<file path="src/rtl/mmtpq_ram.sv">
// Generic single-write, single-read RAM with registered read data.
`default_nettype none
module mmtpq_ram #(
  parameter int unsigned WIDTH = 8,
  parameter int unsigned DEPTH = 16
) (
  input  wire logic                     clk_i,
  input  wire logic                     we_i,
  input  wire logic [$clog2(DEPTH)-1:0] waddr_i,
  input  wire logic [WIDTH-1:0]         wdata_i,
  input  wire logic [$clog2(DEPTH)-1:0] raddr_i,
  output logic      [WIDTH-1:0]         rdata_o
);

  logic [WIDTH-1:0] mem [DEPTH];

  always_ff @(posedge clk_i) begin
    if (we_i) begin
      mem[waddr_i] <= wdata_i;
    end
    rdata_o <= mem[raddr_i];
  end

endmodule
`default_nettype wire
</file>
<file path="config.mk">
export PLATFORM = sky130hd
export DESIGN_NAME = mmtpq_ram
export DESIGN_NICKNAME = d
export VERILOG_FILES = /design/src/rtl/mmtpq_ram.sv
export SDC_FILE = /design/constraint.sdc
export NUM_CORES = 1
export LEC_CHECK = 0
export BUFFER_PORTS_ARGS = -buffer_cell sky130_fd_sc_hd__buf_2
export CAP_MARGIN = 40
export CORE_ASPECT_RATIO = 1.1
export CORE_MARGIN = 3
export CORE_UTILIZATION = 60
export CTS_BUF_LIST = sky130_fd_sc_hd__clkbuf_16
export DETAILED_ROUTE_END_ITERATION = 6
export PLACE_DENSITY = 0.85
export SKIP_CTS_REPAIR_TIMING = 1
export SYNTH_ARGS = -nofsm -noshare
export SYNTH_HDL_FRONTEND = slang
export SYNTH_SLANG_ARGS = --single-unit
</file>
<file path="constraint.sdc">
create_clock -name clk_i -period 2.75 [get_ports clk_i]
set_clock_uncertainty 0.2 [all_clocks]
set_input_delay 0.55 -clock clk_i [delete_from_list [all_inputs] [get_ports clk_i]]
set_output_delay 0.55 -clock clk_i [all_outputs]
set_load 0.01 [all_outputs]
</file>
==> out/summary.txt <==
status: completed
RR Startpoint: mem[0][0]
worst setup margin: 852.0 ps
clk_lat worst skew: 420 ps
Critical Path, Cell by Cell: buf_2 -> buf_4 -> mux4_1 -> a22oi_1 -> nand2_1
Starting Density: 63.35%
Hold Crit Class: in -> reg
clk buf depth: 2
critical path fanouts, max: 27
via density per instance: 6.067
crit path buf inv count: 2
clock sink count: 136
Antenna Nets Post-Route: 0
Slew @ Worst Pin: 668.1 ps
register bit count reported by yosys: 136
Worst path top cell family by delay: buffers and inverters
commonest cells after routing, fill and taps aside: edfxtp_1, buf_2, buf_4
Critical Path Source: raddr_i[1]
DR WL/cell: 23.87 µm
RSZ-0062 raised after global routing: no
Remaining DRCs: 0
Avg Cell Area, Syn: 22.48 µm²
layout cells sized above 1: 31.88%
total grt overflow: 0
chip height: 103.1 µm
crit path time final: 1898 ps
CP max stage cell: buf_2
DR pass1 iterations: 4
Fmax: 526.9 MHz
setup TNS: 0 ps
CTS tree: yes
max-slew violations: 0
Synth Instances: 229
post-route cell area: 6048 µm²
# fillers: 428
crit path capture type: flop
hold_sp: wdata_i[6]
Core Rows: 34
Cell Area, Synth: 5147 µm²
Pleak: 2.084 nW
largest net degree at the start of global routing: 28
Layout area overhead: 17.50%
CTS H-Tree Depth: 4
hold_ws: 321.5 ps
initial antenna violation count: 0
startpoint types: input pin
Via Count: 2463
Initial DRC Count: 209
pre-CTS setup slack: 406.2 ps
hpwl dp: 5.923 mm
Die ar.: 9728 µm²
clock slew at reported path FFs: 60 ps
Hold Vio Cnt, Final: 0
vias in the first global route: 2597
critical path data required time: 2830 ps
commonest non-fill, non-tap cell in the layout: edfxtp_1
Cell variety after synth: 19
Die Width: 94.31 µm
Layout Nets: 303
# IOs: 26
synth warn: 0
first-pass GRT wire length: 14.88 mm
core region area: 8125 µm²
GPL Wtd Cong: 0.7780
final wirelength: 9.693 mm
Power Dens Cells: 771.7 nW/µm²
Num CTS Buffers: 17
placed cell areas: 5487 µm²
# Max-Cap Violations: 0
post-synthesis sequential area ratio: 77.78%
Inserted Diodes: 0
syn nets: 247
fin crit share: 69.02%
critical path class: in -> reg
IO buf count: 25
total track usage: 22.91%
# setup viols final: 0
worst vdd ir: 0.6060 mV
Worst EP arrival: 1980 ps
clock tree root driver cell: clkbuf_16
Worst slew margin: 55.30%
Worst path max stage delay: 500 ps
-- Yosys cell counts --
cell type,n,share of area (%)
a22oi_1,16,2.3
and2_1,1,0.12
and2b_1,1,0.15
buf_2,3,0.29
buf_4,1,0.15
buf_6,3,0.66
clkdlybuf4s25_2,3,0.58
dfxtp_1,8,3.1
edfxtp_1,128,75
mux4_1,14,7.1
mux4_2,18,7.9
nand2_1,9,0.66
nand2b_1,2,0.24
nand3_1,1,0.097
nand3b_1,2,0.29
nor2_1,13,0.95
nor2b_1,1,0.12
nor3_1,4,0.39
or3b_2,1,0.17
-- registers in the layout, summed over array words and instances, names as in the netlist --
| register | flops |
|---|---|
| mem | 128 |
| rdata_o | 8 |
-- cell families (layout without fill, tap and decap cells) --
logic type | count (synthesis) | after routing | share of synthesized area, %
mux | 32 | 32 | 15.02
simple gates | 35 | 35 | 3.184
buf+inv | 10 | 79 | 1.677
compound gates | 16 | 16 | 2.334
flops | 136 | 136 | 77.78
-- report_power, final --
group / switching [mW] / total, mW / internal (mW)
logic: 0.124 / 0.216 / 0.0925
registers: 0.0149 / 2.33 / 2.32
clock network: 0.803 / 2.12 / 1.32
-- per-layer routing --
layer	global-route usage [%]	part of all wire, %	up-vias	wire [µm]
li1	-	-	1083	-
met1	28.93	38	1242	3655
met2	35.81	51	109	4927
met3	7.299	7.7	29	751
met4	12.67	3.7	0	359
met5	0	0	-	0
-- layout make-up --
type                    count  area [µm²]  share of cell area, %
flip-flops and latches    136        4004                  66.20
multi-input cells          83        1057                  17.48
clock buffers              17       425.4                  7.034
repair buffers             47       290.3                  4.799
clock inverters            15       136.4                  2.255
well taps                 108       135.1                  2.234
-- final timing paths --
path	to	slack, ps	cells past startpoint
min reg2reg	rdata_o[1]	470	3
max	rdata_o[5]	850	5
min	mem[14][6]	320	1
max reg2reg	rdata_o[0]	1150	3
-- worst register-to-register path: stages, from the launching register on --
cell and delay, ps:
edfxtp_1 390, mux4_1 520, a22oi_1 290, nand2_1 100
-- per-stage QoR --
stage | instances | util (%) | total power, mW
after floorplan | 229 | - | 2.495
after detailed placement | 374 | 67.52 | 2.590
after global routing | 406 | 74.44 | 4.814
final | 406 | 74.44 | 4.667
after CTS | 406 | 74.44 | 4.695
after global placement | 374 | 67.52 | 2.579
No activity file was read; power rests on OpenSTA's default activity.
